### config.mk
export PLATFORM = sky130hd
export DESIGN_NAME = max_pool_3x3_stride2
export DESIGN_NICKNAME = d
export VERILOG_FILES = /design/src/hdl/mp3s2_pkg.sv /design/src/hdl/mp3s2_front.sv /design/src/hdl/mp3s2_queue.sv /design/src/hdl/mp3s2_back.sv /design/src/hdl/max_pool_3x3_stride2.sv
export SDC_FILE = /design/constraint.sdc
export NUM_CORES = 2
export LEC_CHECK = 0
export ABC_AREA = 1
export ABC_CLOCK_PERIOD_IN_PS = 8540
export BUFFER_PORTS_ARGS = -buffer_cell sky130_fd_sc_hd__buf_2
export CAP_MARGIN = 30
export CORE_ASPECT_RATIO = 0.5
export CORE_MARGIN = 2
export CORE_UTILIZATION = 63
export DETAILED_ROUTE_END_ITERATION = 10
export PLACE_DENSITY = 0.79
export SLEW_MARGIN = 20
export SYNTH_ARGS = -nofsm -noshare
export SYNTH_HDL_FRONTEND = slang
export SYNTH_SLANG_ARGS = --single-unit
### constraint.sdc
create_clock -name clock -period 8.54 [get_ports clock]
set_input_delay 1.281 -clock clock [delete_from_list [all_inputs] [get_ports clock]]
set_output_delay 1.281 -clock clock [all_outputs]
set_load 0.03 [all_outputs]
### src/hdl/mp3s2_pkg.sv
`timescale 1ns / 1ps
// ---------------------------------------------------------------------------
// Max pooling package
// Sizes, item types, register codes and the signed maximum helper.
// ---------------------------------------------------------------------------
package mp3s2_pkg;

   // Sample and line store sizes.
   localparam int SAMPLE_BITS    = 16;
   localparam int MAX_WIDTH      = 256;
   localparam int COL_BITS       = $clog2(MAX_WIDTH);
   localparam int PART_DEPTH     = MAX_WIDTH / 2;
   localparam int PART_ADDR_BITS = $clog2(PART_DEPTH);

   // Configuration register widths.
   localparam int HEIGHT_BITS    = 11;
   localparam int WIDTH_BITS     = 9;
   localparam int CHAN_BITS      = 11;
   localparam int CSR_INDEX_BITS = 2;
   localparam int CSR_DATA_BITS  = 11;

   // Register indexes.
   localparam logic [CSR_INDEX_BITS-1:0] CSR_MAP_HEIGHT    = 2'd0;
   localparam logic [CSR_INDEX_BITS-1:0] CSR_MAP_WIDTH     = 2'd1;
   localparam logic [CSR_INDEX_BITS-1:0] CSR_CHANNEL_COUNT = 2'd2;

   // Reset values of the registers.
   localparam logic [HEIGHT_BITS-1:0] HEIGHT_RESET = 11'd112;
   localparam logic [WIDTH_BITS-1:0]  WIDTH_RESET  = 9'd112;
   localparam logic [CHAN_BITS-1:0]   CHAN_RESET   = 11'd1;

   // Queue sizes.
   localparam int Q_DEPTH    = 4;
   localparam int Q_PTR_BITS = $clog2(Q_DEPTH);
   localparam int Q_CNT_BITS = $clog2(Q_DEPTH + 1);

   typedef logic signed [SAMPLE_BITS-1:0] sample_type;

   // Work handed from the front part to the back part: one closed column group.
   typedef struct packed {
      sample_type                hmax;
      logic [PART_ADDR_BITS-1:0] ox;
      logic                      row_odd;
      logic                      row_zero;
      logic                      last_row;
      logic                      eom;
      logic                      eoa;
   } job_type;

   // One result item.
   typedef struct packed {
      sample_type pooled;
      logic       eom;
      logic       eoa;
   } rsp_type;

   function automatic sample_type smax(input sample_type a, input sample_type b);
      return (a > b) ? a : b;
   endfunction

endpackage

### src/hdl/mp3s2_front.sv
`timescale 1ns / 1ps
// ---------------------------------------------------------------------------
// Max pooling front part
// Holds the configuration and the map position, accepts samples, forms the
// horizontal window maximum and hands closed column groups to the back part.
// ---------------------------------------------------------------------------
module mp3s2_front
   import mp3s2_pkg::*;
(
   input  logic                      clock,
   input  logic                      reset,
   input  logic                      csr_we,
   input  logic [CSR_INDEX_BITS-1:0] csr_index,
   input  logic [CSR_DATA_BITS-1:0]  csr_wdata,
   input  logic                      req_push,
   input  sample_type                req_sample,
   input  logic                      q_full,
   output logic                      job_push,
   output job_type                   job
);

   logic [HEIGHT_BITS-1:0] height_ff, height_in;
   logic [WIDTH_BITS-1:0]  width_ff, width_in;
   logic [CHAN_BITS-1:0]   chan_cnt_ff, chan_cnt_in;
   logic [COL_BITS-1:0]    col_ff, col_in;
   logic [HEIGHT_BITS-1:0] row_ff, row_in;
   logic [CHAN_BITS-1:0]   chan_ff, chan_in;
   sample_type             rrm_ff, rrm_in;

   logic [HEIGHT_BITS-1:0] h_eff;
   logic [WIDTH_BITS-1:0]  w_eff;
   logic [CHAN_BITS-1:0]   ch_eff;
   logic                   accept;
   logic                   last_col, last_row, last_ch;
   logic                   col_odd, col_close;
   sample_type             h_even, hmax;

   // Configuration writes; an unknown index is ignored.
   always_comb begin
      height_in   = height_ff;
      width_in    = width_ff;
      chan_cnt_in = chan_cnt_ff;
      if (csr_we) begin
         unique case (csr_index)
            CSR_MAP_HEIGHT:    height_in   = csr_wdata[HEIGHT_BITS-1:0];
            CSR_MAP_WIDTH:     width_in    = csr_wdata[WIDTH_BITS-1:0];
            CSR_CHANNEL_COUNT: chan_cnt_in = csr_wdata[CHAN_BITS-1:0];
            default: begin
            end
         endcase
      end
   end

   // Effective sizes: zero acts as one, the width is capped at the line store.
   always_comb begin
      h_eff  = (height_ff == '0) ? HEIGHT_BITS'(1) : height_ff;
      ch_eff = (chan_cnt_ff == '0) ? CHAN_BITS'(1) : chan_cnt_ff;
      priority if (width_ff == '0) begin
         w_eff = WIDTH_BITS'(1);
      end else if (width_ff > WIDTH_BITS'(MAX_WIDTH)) begin
         w_eff = WIDTH_BITS'(MAX_WIDTH);
      end else begin
         w_eff = width_ff;
      end
   end

   // Position flags; an index past a shrunken size counts as the last one.
   assign accept   = req_push && !q_full;
   assign last_col = (WIDTH_BITS'(col_ff) + WIDTH_BITS'(1)) >= w_eff;
   assign last_row = ({1'b0, row_ff} + (HEIGHT_BITS + 1)'(1)) >= {1'b0, h_eff};
   assign last_ch  = ({1'b0, chan_ff} + (CHAN_BITS + 1)'(1)) >= {1'b0, ch_eff};
   assign col_odd  = col_ff[0];
   assign col_close = col_odd || last_col;

   // Horizontal window maximum, with the padding column on both map edges.
   always_comb begin
      h_even = (col_ff == '0) ? smax('0, req_sample) : smax(rrm_ff, req_sample);
      if (col_odd) begin
         hmax   = smax(rrm_ff, req_sample);
         rrm_in = req_sample;
      end else begin
         rrm_in = h_even;
         hmax   = last_col ? smax(h_even, '0) : h_even;
      end
   end

   // Position advance in raster order, channel after channel.
   always_comb begin
      col_in  = col_ff;
      row_in  = row_ff;
      chan_in = chan_ff;
      if (last_col) begin
         col_in = '0;
         if (last_row) begin
            row_in  = '0;
            chan_in = last_ch ? '0 : chan_ff + CHAN_BITS'(1);
         end else begin
            row_in = row_ff + HEIGHT_BITS'(1);
         end
      end else begin
         col_in = col_ff + COL_BITS'(1);
      end
   end

   // Job for the back part.
   always_comb begin
      job.hmax     = hmax;
      job.ox       = col_ff[COL_BITS-1:1];
      job.row_odd  = row_ff[0];
      job.row_zero = (row_ff == '0);
      job.last_row = last_row;
      job.eom      = last_row && last_col;
      job.eoa      = last_row && last_col && last_ch;
   end

   assign job_push = accept && col_close;

   always_ff @(posedge clock) begin
      if (reset) begin
         height_ff   <= HEIGHT_RESET;
         width_ff    <= WIDTH_RESET;
         chan_cnt_ff <= CHAN_RESET;
         col_ff      <= '0;
         row_ff      <= '0;
         chan_ff     <= '0;
         rrm_ff      <= '0;
      end else begin
         height_ff   <= height_in;
         width_ff    <= width_in;
         chan_cnt_ff <= chan_cnt_in;
         if (accept) begin
            col_ff  <= col_in;
            row_ff  <= row_in;
            chan_ff <= chan_in;
            rrm_ff  <= rrm_in;
         end
      end
   end

endmodule

### src/hdl/mp3s2_queue.sv
`timescale 1ns / 1ps
// ---------------------------------------------------------------------------
// Max pooling job queue
// Short queue of column group jobs between the front and back parts.
// ---------------------------------------------------------------------------
module mp3s2_queue
   import mp3s2_pkg::*;
(
   input  logic    clock,
   input  logic    reset,
   input  logic    push,
   input  job_type push_job,
   input  logic    pop,
   output logic    valid,
   output logic    full,
   output job_type head_job
);

   job_type                entry_ff [Q_DEPTH];
   logic [Q_PTR_BITS-1:0]  wr_ff, wr_in;
   logic [Q_PTR_BITS-1:0]  rd_ff, rd_in;
   logic [Q_CNT_BITS-1:0]  cnt_ff, cnt_in;
   logic                   do_push, do_pop;

   assign valid    = (cnt_ff != '0);
   assign full     = (cnt_ff == Q_CNT_BITS'(Q_DEPTH));
   assign head_job = entry_ff[rd_ff];
   assign do_push  = push && !full;
   assign do_pop   = pop && valid;

   // Pointer and fill count update.
   always_comb begin
      wr_in  = do_push ? wr_ff + Q_PTR_BITS'(1) : wr_ff;
      rd_in  = do_pop ? rd_ff + Q_PTR_BITS'(1) : rd_ff;
      cnt_in = cnt_ff;
      if (do_push && !do_pop) begin
         cnt_in = cnt_ff + Q_CNT_BITS'(1);
      end else if (do_pop && !do_push) begin
         cnt_in = cnt_ff - Q_CNT_BITS'(1);
      end
   end

   always_ff @(posedge clock) begin
      if (reset) begin
         wr_ff  <= '0;
         rd_ff  <= '0;
         cnt_ff <= '0;
      end else begin
         wr_ff  <= wr_in;
         rd_ff  <= rd_in;
         cnt_ff <= cnt_in;
      end
   end

   // Entry storage.
   always_ff @(posedge clock) begin
      if (do_push) begin
         entry_ff[wr_ff] <= push_job;
      end
   end

endmodule

### src/hdl/mp3s2_back.sv
`timescale 1ns / 1ps
// ---------------------------------------------------------------------------
// Max pooling back part
// Keeps the partial vertical maxima per output column, closes windows and
// queues result items for the receiver.
// ---------------------------------------------------------------------------
module mp3s2_back
   import mp3s2_pkg::*;
(
   input  logic    clock,
   input  logic    reset,
   input  logic    q_valid,
   input  job_type q_head,
   output logic    q_pop,
   input  logic    rsp_pop,
   output logic    rsp_empty,
   output rsp_type rsp
);

   // Partial vertical maximum for each output column.
   sample_type part_mem [PART_DEPTH];

   job_type               b_job_ff;
   logic                  b_valid_ff, b_valid_in;
   sample_type            rd_data_ff;
   logic                  fwd_ff;
   sample_type            fwd_data_ff;

   rsp_type               out_ff [Q_DEPTH];
   logic [Q_PTR_BITS-1:0] out_wr_ff, out_wr_in;
   logic [Q_PTR_BITS-1:0] out_rd_ff, out_rd_in;
   logic [Q_CNT_BITS-1:0] out_cnt_ff, out_cnt_in;

   sample_type            part, base, result, wdata;
   logic                  b_emit, b_go, out_ready, out_push, out_pop;
   rsp_type               out_item;

   // Window close: combine the stored partial maximum with this row group.
   always_comb begin
      part = fwd_ff ? fwd_data_ff : rd_data_ff;
      base = b_job_ff.row_zero ? smax('0, b_job_ff.hmax) : smax(part, b_job_ff.hmax);
      if (b_job_ff.row_odd) begin
         result = smax(part, b_job_ff.hmax);
         wdata  = b_job_ff.hmax;
      end else begin
         result = smax(base, '0);
         wdata  = base;
      end
   end

   // Stage control: the stage moves on unless its result finds no room.
   assign b_emit    = b_job_ff.row_odd || b_job_ff.last_row;
   assign out_ready = (out_cnt_ff != Q_CNT_BITS'(Q_DEPTH));
   assign b_go      = b_valid_ff && (!b_emit || out_ready);
   assign q_pop     = q_valid && (!b_valid_ff || b_go);
   assign out_push  = b_go && b_emit;
   assign out_pop   = rsp_pop && !rsp_empty;

   always_comb begin
      b_valid_in = b_valid_ff;
      if (q_pop) begin
         b_valid_in = 1'b1;
      end else if (b_go) begin
         b_valid_in = 1'b0;
      end
   end

   // Memory read on stage entry, write when the stage moves on. A write to the
   // column read in the same cycle is forwarded, as the read sees old data.
   always_ff @(posedge clock) begin
      if (b_go) begin
         part_mem[b_job_ff.ox] <= wdata;
      end
      if (q_pop) begin
         rd_data_ff  <= part_mem[q_head.ox];
         fwd_data_ff <= wdata;
         b_job_ff    <= q_head;
      end
   end

   // Result queue.
   always_comb begin
      out_item.pooled = result;
      out_item.eom    = b_job_ff.eom;
      out_item.eoa    = b_job_ff.eoa;
      out_wr_in  = out_push ? out_wr_ff + Q_PTR_BITS'(1) : out_wr_ff;
      out_rd_in  = out_pop ? out_rd_ff + Q_PTR_BITS'(1) : out_rd_ff;
      out_cnt_in = out_cnt_ff;
      if (out_push && !out_pop) begin
         out_cnt_in = out_cnt_ff + Q_CNT_BITS'(1);
      end else if (out_pop && !out_push) begin
         out_cnt_in = out_cnt_ff - Q_CNT_BITS'(1);
      end
   end

   assign rsp_empty = (out_cnt_ff == '0);
   assign rsp       = out_ff[out_rd_ff];

   always_ff @(posedge clock) begin
      if (out_push) begin
         out_ff[out_wr_ff] <= out_item;
      end
   end

   always_ff @(posedge clock) begin
      if (reset) begin
         b_valid_ff <= 1'b0;
         fwd_ff     <= 1'b0;
         out_wr_ff  <= '0;
         out_rd_ff  <= '0;
         out_cnt_ff <= '0;
      end else begin
         b_valid_ff <= b_valid_in;
         if (q_pop) begin
            fwd_ff <= b_go && (b_job_ff.ox == q_head.ox);
         end
         out_wr_ff  <= out_wr_in;
         out_rd_ff  <= out_rd_in;
         out_cnt_ff <= out_cnt_in;
      end
   end

endmodule

### src/hdl/max_pool_3x3_stride2.sv
`timescale 1ns / 1ps
// ---------------------------------------------------------------------------
// 3x3 stride-2 max pooling, one ring of zero padding
// Streams channel maps in raster order and emits one window maximum per
// output position, with end-of-map and end-of-all flags.
// ---------------------------------------------------------------------------
// Usage:
//   Input: samples enter on req_sample; an item is taken when req_push is high
//   and req_full is low. Results: while rsp_empty is low the oldest result is
//   on rsp_pooled, rsp_end_of_map and rsp_end_of_all; rsp_pop takes it.
//   Configuration: csr_we writes csr_wdata into register csr_index (0 height,
//   1 width, 2 channel count) at once; write only while the block is idle.
//   Throughput: one sample per cycle while req_full is low. Each window closes on the sample that
//   completes it, so results come at most one per sample.
//   Result path: the job of a closing sample passes the job queue and the
//   partial-max memory read stage before its result enters the result queue.
//   Reset: synchronous; both queues empty, the position returns to the first
//   sample of the first channel and the registers return to 112 x 112 x 1.
//   No clearing pass is needed; the partial-max memory is written before use.
//   Receiver stall: results collect in a four-entry queue; when it fills, the
//   back part halts, the job queue fills and req_full rises.
// ---------------------------------------------------------------------------
module max_pool_3x3_stride2
   import mp3s2_pkg::*;
(
   input  logic                      clock,
   input  logic                      reset,
   input  logic                      csr_we,
   input  logic [CSR_INDEX_BITS-1:0] csr_index,
   input  logic [CSR_DATA_BITS-1:0]  csr_wdata,
   input  logic                      req_push,
   output logic                      req_full,
   input  sample_type                req_sample,
   output logic                      rsp_empty,
   input  logic                      rsp_pop,
   output sample_type                rsp_pooled,
   output logic                      rsp_end_of_map,
   output logic                      rsp_end_of_all
);

   logic    job_push, q_full, q_valid, q_pop;
   job_type job, q_head;
   rsp_type rsp;

   // Front part: configuration, position and horizontal maximum.
   mp3s2_front u_front (
      .clock      (clock),
      .reset      (reset),
      .csr_we     (csr_we),
      .csr_index  (csr_index),
      .csr_wdata  (csr_wdata),
      .req_push   (req_push),
      .req_sample (req_sample),
      .q_full     (q_full),
      .job_push   (job_push),
      .job        (job)
   );

   // Job queue between the two parts.
   mp3s2_queue u_queue (
      .clock    (clock),
      .reset    (reset),
      .push     (job_push),
      .push_job (job),
      .pop      (q_pop),
      .valid    (q_valid),
      .full     (q_full),
      .head_job (q_head)
   );

   // Back part: vertical maximum and result queue.
   mp3s2_back u_back (
      .clock     (clock),
      .reset     (reset),
      .q_valid   (q_valid),
      .q_head    (q_head),
      .q_pop     (q_pop),
      .rsp_pop   (rsp_pop),
      .rsp_empty (rsp_empty),
      .rsp       (rsp)
   );

   assign req_full       = q_full;
   assign rsp_pooled     = rsp.pooled;
   assign rsp_end_of_map = rsp.eom;
   assign rsp_end_of_all = rsp.eoa;

endmodule

# Word-level counts from Yosys, hierarchy flattened
# Memories as Yosys holds them, arrays and structs flattened. A register that Yosys moved wholly into a read port is not among the register bits.
# Index checks and enable logic that the tools add are counted.
[classes]
n_addsub = 14
order_cmp = 10
eq_ne = 5
n_mux = 37
n_reduce_logical = 43
[op_table]
columns = ["cell", "count"]
rows = [
  ["16-bit two-way mux", 14],
  ["11-bit two-way mux", 4],
  ["11-bit logical NOT", 3],
  ["1-bit by 16-bit greater-than comparator with 1-bit output (first input constant)", 2],
  ["16-bit by 1-bit greater-than comparator with 1-bit output (second input constant)", 2],
  ["16-bit greater-than comparator", 2],
  ["11-bit by 1-bit adder with 12-bit output (second input constant)", 2],
  ["12-bit by 11-bit >= comparator with 1-bit output", 2],
  ["11-bit by 1-bit adder with 11-bit output (second input constant)", 2],
  ["9-bit two-way mux", 2],
  ["1-bit logical AND", 15],
  ["3-bit two-way mux", 4],
  ["8-bit by 1-bit adder with 9-bit output (second input constant)", 1],
  ["9-bit >= comparator", 1],
  ["9-bit greater-than comparator (second input constant)", 1],
  ["9-bit logical NOT", 1],
  ["2-bit by 1-bit adder with 2-bit output (second input constant)", 4],
  ["8-bit by 1-bit adder with 8-bit output (second input constant)", 1],
  ["1-bit logical NOT", 8],
  ["8-bit logical NOT", 1],
  ["1-bit two-way mux", 8],
  ["2-bit two-way mux", 4],
  ["8-bit two-way mux", 1],
  ["2-bit AND reduction", 4],
  ["other kinds (13)", 20],
]
[totals]
reg_bits = 137
mem_bits_rw = 2232
input_bits = 34
out_inout_bits = 20
memories = 3
[mem_list]
columns = ["name", "words", "word_bits", "rd", "rd_clocked_by_memory_dff", "write_ports", "line_no", "source"]
rows = [
  ["u_back.part_mem", 128, 16, 1, 1, 1, "mp3s2_back.sv:21", "sample_type part_mem [PART_DEPTH];"],
  ["u_queue.entry_ff", 4, 28, 1, 1, 1, "mp3s2_queue.sv:19", "job_type entry_ff [Q_DEPTH];"],
  ["u_back.out_ff", 4, 18, 1, 1, 1, "mp3s2_back.sv:29", "rsp_type out_ff [Q_DEPTH];"],
]

# Depth between registers and ports, before layout
[depth]
depth_word = 11
ltp_mapped = 26
depth_no_buf = 24

# By module
# From an unflattened synthesis, not the netlist that was laid out.
[hier_totals]
hier_cells = 7938
hier_area_um2 = 97360.9
[by_module_without_submodules]
columns = ["module", "instances", "cells_each", "area_per_inst_um2"]
rows = [
  ["mp3s2_back", 1, 6759, 87033.5],
  ["mp3s2_front", 1, 839, 5690.5],
  ["mp3s2_queue", 1, 340, 4636.9],
]

# Worst setup path before layout
# OpenSTA, ideal clock, no wires.
[synth_path]
path_kind = "reg-to-reg"
startpoint = "reg u_back.b_job_ff[4] (netlist name)"
endpoint = "reg u_back.fwd_data_ff[3] (data pin)"
setup_ns = 1.204
arrival_time_ns = 5.873
t_required_ns = 7.336
slack_ns = 1.463
stages_incl_launch_ff = 4
period_less_slack_ns = 7.077
path_cell_list = "edfxtp_1 clkinv_1 clkbuf_1 o21ai_0"
[synth_between]
elab_chain_len = 1
[synth_rtl]
columns = ["element", "line_no", "source"]
rows = [
  ["start: declaration", "mp3s2_back.sv:23", "job_type b_job_ff;"],
  ["start signal: assignment", "mp3s2_back.sv:77", "b_job_ff <= q_head;"],
  ["16-bit two-way mux", "mp3s2_back.sv:42", "if (b_job_ff.row_odd) begin"],
  ["net u_back.wdata[3]", "mp3s2_back.sv:34", "sample_type part, base, result, wdata;"],
  ["end signal: assignment", "mp3s2_back.sv:76", "fwd_data_ff <= wdata;"],
  ["end: declaration", "mp3s2_back.sv:27", "sample_type fwd_data_ff;"],
]
# The timed path passes the listed nets, and every way through them passes these cells.
# A chain may end at the register's enable or synchronous reset.

# Final worst setup path
[layout_path]
startpoint = "reg u_back.fwd_ff"
endpoint = "mem u_back.part_mem[89][5] (netlist name) (data pin)"
[layout_between]
elab_chain_len = 5
[layout_rtl]
columns = ["element", "line_no", "source"]
rows = [
  ["start: declaration", "mp3s2_back.sv:26", "logic fwd_ff;"],
  ["start signal: assignment", "mp3s2_back.sv:115", "fwd_ff <= b_go && (b_job_ff.ox == q_head.ox);"],
  ["16-bit two-way mux *", "mp3s2_back.sv:40", "part = fwd_ff ? fwd_data_ff : rd_data_ff;"],
  ["16-bit greater-than comparator", "mp3s2_pkg.sv:58", "return (a > b) ? a : b;"],
  ["16-bit two-way mux *", "mp3s2_pkg.sv:58", ""],
  ["16-bit two-way mux *", "mp3s2_back.sv:41", "base = b_job_ff.row_zero ? smax('0, b_job_ff.hmax) : smax(part, b_job_ff.hmax);"],
  ["16-bit two-way mux *", "mp3s2_back.sv:42", ""],
  ["net u_back.wdata[5]", "mp3s2_back.sv:34", ""],
  ["end: declaration", "mp3s2_back.sv:21", ""],
]
# The timed path passes the listed nets; every way through them passes the cells marked *.

==> summary.txt <==
Die
  – Chip height: 283 microns
  – Placeable Area: 155,000 sq um
  – Die Wd: 563 microns
  – Initial Util: 0.635
  – I/O pin count: 54
  – Rows: 102
  – Die footprint: 159,000 sq um

Worst setup path
  – WP data required: 9050 ps
  – Critical Path End Type: register
  – Critical path peak fanout: 72
  – R2R Path Start: u_back.fwd_ff
  – Critical path class: register to register
  – Worst Path Arrival: 5760 ps
  – Reg2Reg Setup Slack: 3290 ps
  – FF-to-FF End: u_back.part_mem[89][5]
  – Worst reg2reg path depth: 14
  – Worst setup SP type: register

Drt
  – Iter 0 DRT Violations: 11,000
  – Max layer used: met5
  – Post-DR vias/cell: 6.52
  – Via count: 67,000
  – Drt pass-1 iters: 9
  – Met1 WL: 94,600 microns
  – DRT Wirelength: 257,000 microns
  – Wire length on met3: 35,300 microns
  – Met2 routed WL: 118,000 microns
  – DRC Markers: 2
  – WL per Instance: 25.0 microns
  – Post-route ant nets: 0

Clock tree
  – Clock Tree Buf Depth: 3
  – CTS H-tree lvls: 4
  – Post-CTS setup buffers: 0
  – CTS Root Buffer Type: clkbuf_16
  – PostCTS Resize Cnt: 0
  – CTS tree: done
  – CTS Buf Count: 195
  – Clock slew at reported path FFs: 70 ps
  – Hold_buf cts: 0
  – Skew-Pair Late Insertion Delay: 830 ps
  – Clk sink count: 2,389

GRT
  – Antenna violations before repair: 10
  – Largest net degree at the start of global routing: 204
  – First-pass GRT wire length: 381,000 microns
  – GRT Util Overall: 0.317
  – Vias in the first global route: 63,700
  – GR Overflow Total: 0

Pwr
  – Clock share of power: 0.197
  – Logic pwr share: 0.423
  – Switch Pwr: 19,000 uW
  – Sequential share of power: 0.380
  – Cell Int Power: 25,700 uW
  – P per Cell Area: 416 nW/um^2
  – Pleak: 0.0365 uW
  – Total power: 44,600 uW
  – Sw frac: 0.425
  – Peak supply drop: 0.453 mV

Flow run
  – Max-Cap Viols: 0

Min path
  – Worst hold stages: 2
  – Min-delay src: u_front.height_ff[0]
  – Hold crit path type: register to register
  – Hold endpoint: u_front.height_ff[0]

STA
  – Clk_skew: 38.4 ps
  – Hold Slack: 459 ps
  – Max Slew Vio Count: 0
  – Final setup margin: 3290 ps
  – Fmax: 190 MHz
  – Setup-failing EPs final: 0
  – Final hold violations: 0
  – Period utilisation layout: 0.615
  – Fin Setup TNS: 0 ps
  – Worst Tran Pin Value: 1010 ps
  – RSZ-0062 raised after global routing: no
  – Max_slew headroom: 0.321
  – Post-route minimum period: 5250 ps

Cells and area
  – Post-Layout Cell Count: 10,300
  – Most frequent cells in the layout: 2,292 x edfxtp_1, 1,838 x nor2_1, 857 x nand2_1
  – Final #Nets: 8,144
  – Most common cell after layout, fill and taps aside: edfxtp_1
  – Share of cells above drive strength 1: 0.0784
  – Syn-to-layout area delta: 9.20%
  – # fillers: 10,000

Synthesis
  – FF+latch count, synth: 2,389
  – Post-synth top flop: edfxtp_1
  – Post-synth EDFFs: 2,292
  – Synthesized-area fraction occupied by adder cells: 0.0103
  – Post-synthesis mux area share: 0.000216
  – Mapped Area: 98,300 sq um
  – Xor/xnor cell area share of the yosys netlist: 0.00205
  – Post-Synth Simple-Gate Area: 0.142
  – Ys Warns: 0
  – Synthesized Nets: 8,175
  – Netlist cell types: 57
  – Compound-gate portion of the synthesized area: 0.0918
  – Post-synth ARST share: 0
  – Combinational family with the most area after synthesis: simple AND/OR/NAND/NOR gates
  – Mapped Cells: 8,061
  – Avg Cell Area, Syn: 12.2 sq um
  – Sequential fraction of the synthesis area: 0.720

Place
  – DP Worst Slack: 3450 ps
  – PortBufs: 53
  – DP Cell Count: 9,908
  – Detailed placer's ending HPWL: 146,000 microns
  – RePlAce Congestion: 0.909

Outcome
  – Outcome: complete, but fails checks
  – Failing checks: design-rule violations
-- through the flow --
| step | area [sq um] | utilization |
|---|---|---|
| 2_1_floorplan | 98300 | - |
| 3_3_place_gp | 101000 | 0.653 |
| 3_5_place_dp | 101000 | 0.653 |
| 4_1_cts | 107000 | 0.693 |
| 5_1_grt | 107000 | 0.693 |
| 6_report | 107000 | 0.693 |
-- sequential cells by signal, summed over array words and instances (netlist names), 3 cells and up, named ones only --
| register | flops |
|---|---|
| u_back.rd_data_ff | 16 |
| u_back.b_job_ff | 28 |
| u_front.chan_cnt_ff | 11 |
| u_back.out_ff | 72 |
| u_front.chan_ff | 11 |
| u_front.rrm_ff | 16 |
| u_front.height_ff | 11 |
| u_back.out_cnt_ff | 3 |
| u_queue.cnt_ff | 3 |
| u_front.width_ff | 9 |
| u_back.fwd_data_ff | 16 |
| u_queue.entry_ff | 112 |
| u_front.row_ff | 11 |
| u_back.part_mem | 2048 |
| u_front.col_ff | 8 |
-- worst max path at each step --
stage / start / to / slack, ps / cells past startpoint
5_1_grt: u_back.fwd_ff / u_back.part_mem[76][15] / 2830 / 16
6_report: u_back.fwd_ff / u_back.part_mem[89][5] / 3290 / 14
4_1_cts: u_back.fwd_ff / u_back.part_mem[109][5] / 3400 / 14
3_3_place_gp: u_back.fwd_ff / u_back.part_mem[68][15] / 3420 / 12
3_5_place_dp: u_back.fwd_ff / u_back.part_mem[79][15] / 3450 / 12
2_1_floorplan: u_back.b_job_ff[4] / u_back.fwd_data_ff[3] / 1460 / 3
-- power groups by stage --
stage | combinational, uW | sequential, uW | clock, uW
global placement | 17600 | 17200 | 0
finish | 18900 | 17000 | 8790
CTS | 18300 | 16900 | 8800
global route | 20100 | 17000 | 9250
floorplan | 11500 | 17900 | 0
detailed placement | 18100 | 17200 | 0
-- Yosys cell counts, types with 52 or more instances --
master | number | area [sq um]
nor2_1 | 1844 | 6920
nand2_1 | 860 | 3230
buf_2 | 94 | 470
ha_1 | 78 | 976
nand3_1 | 599 | 3000
dfxtp_1 | 97 | 1940
o21ai_0 | 663 | 3320
clkbuf_1 | 346 | 1300
inv_1 | 235 | 882
a21oi_1 | 99 | 495
o32ai_1 | 512 | 4480
nand4_1 | 52 | 325
edfxtp_1 | 2292 | 68800
-- routing by layer --
| layer | vias to the layer above | global-route usage |
|---|---|---|
| li1 | 29300 | - |
| met1 | 32500 | 0.438 |
| met2 | 4563 | 0.488 |
| met3 | 610 | 0.0853 |
| met4 | 8 | 0.114 |
| met5 | - | 0 |
-- cell type report --
cell class                      count  area, sq um  share of cell area
Tap cell                         2080         2600              0.0243
Antenna cell                        2         5.00           0.0000466
Timing Repair Buffer              301         2400              0.0224
Clock buffer                      243         5140              0.0479
Inverter                          244          942             0.00878
Clock inverter                    117          965             0.00899
Sequential cell                  2389        70800               0.660
Multi-Input combinational cell   4899        24500               0.228
-- kinds of logic after synthesis --
family	after synthesis
and+or+nand+nor	3417
muxes	2
DFF	2389
xor gates and xnor gates	23
adders and majority gates	80
buffers and inverters	773
AOI/OAI and AO/OA	1377
-- critical path: stages, from the launching register on --
cell and delay, ps:
dfxtp_1 890, mux2_2 450, ha_1 290, nand4_1 120, nor2_1 80, nand3_1 450, nand3_2 440, nand2_1 190
nand2_1 60, o21ai_0 250, inv_1 80, nor2_1 180, o21bai_4 150, buf_4 510, buf_4 700
(Power assumes the default switching activity.)
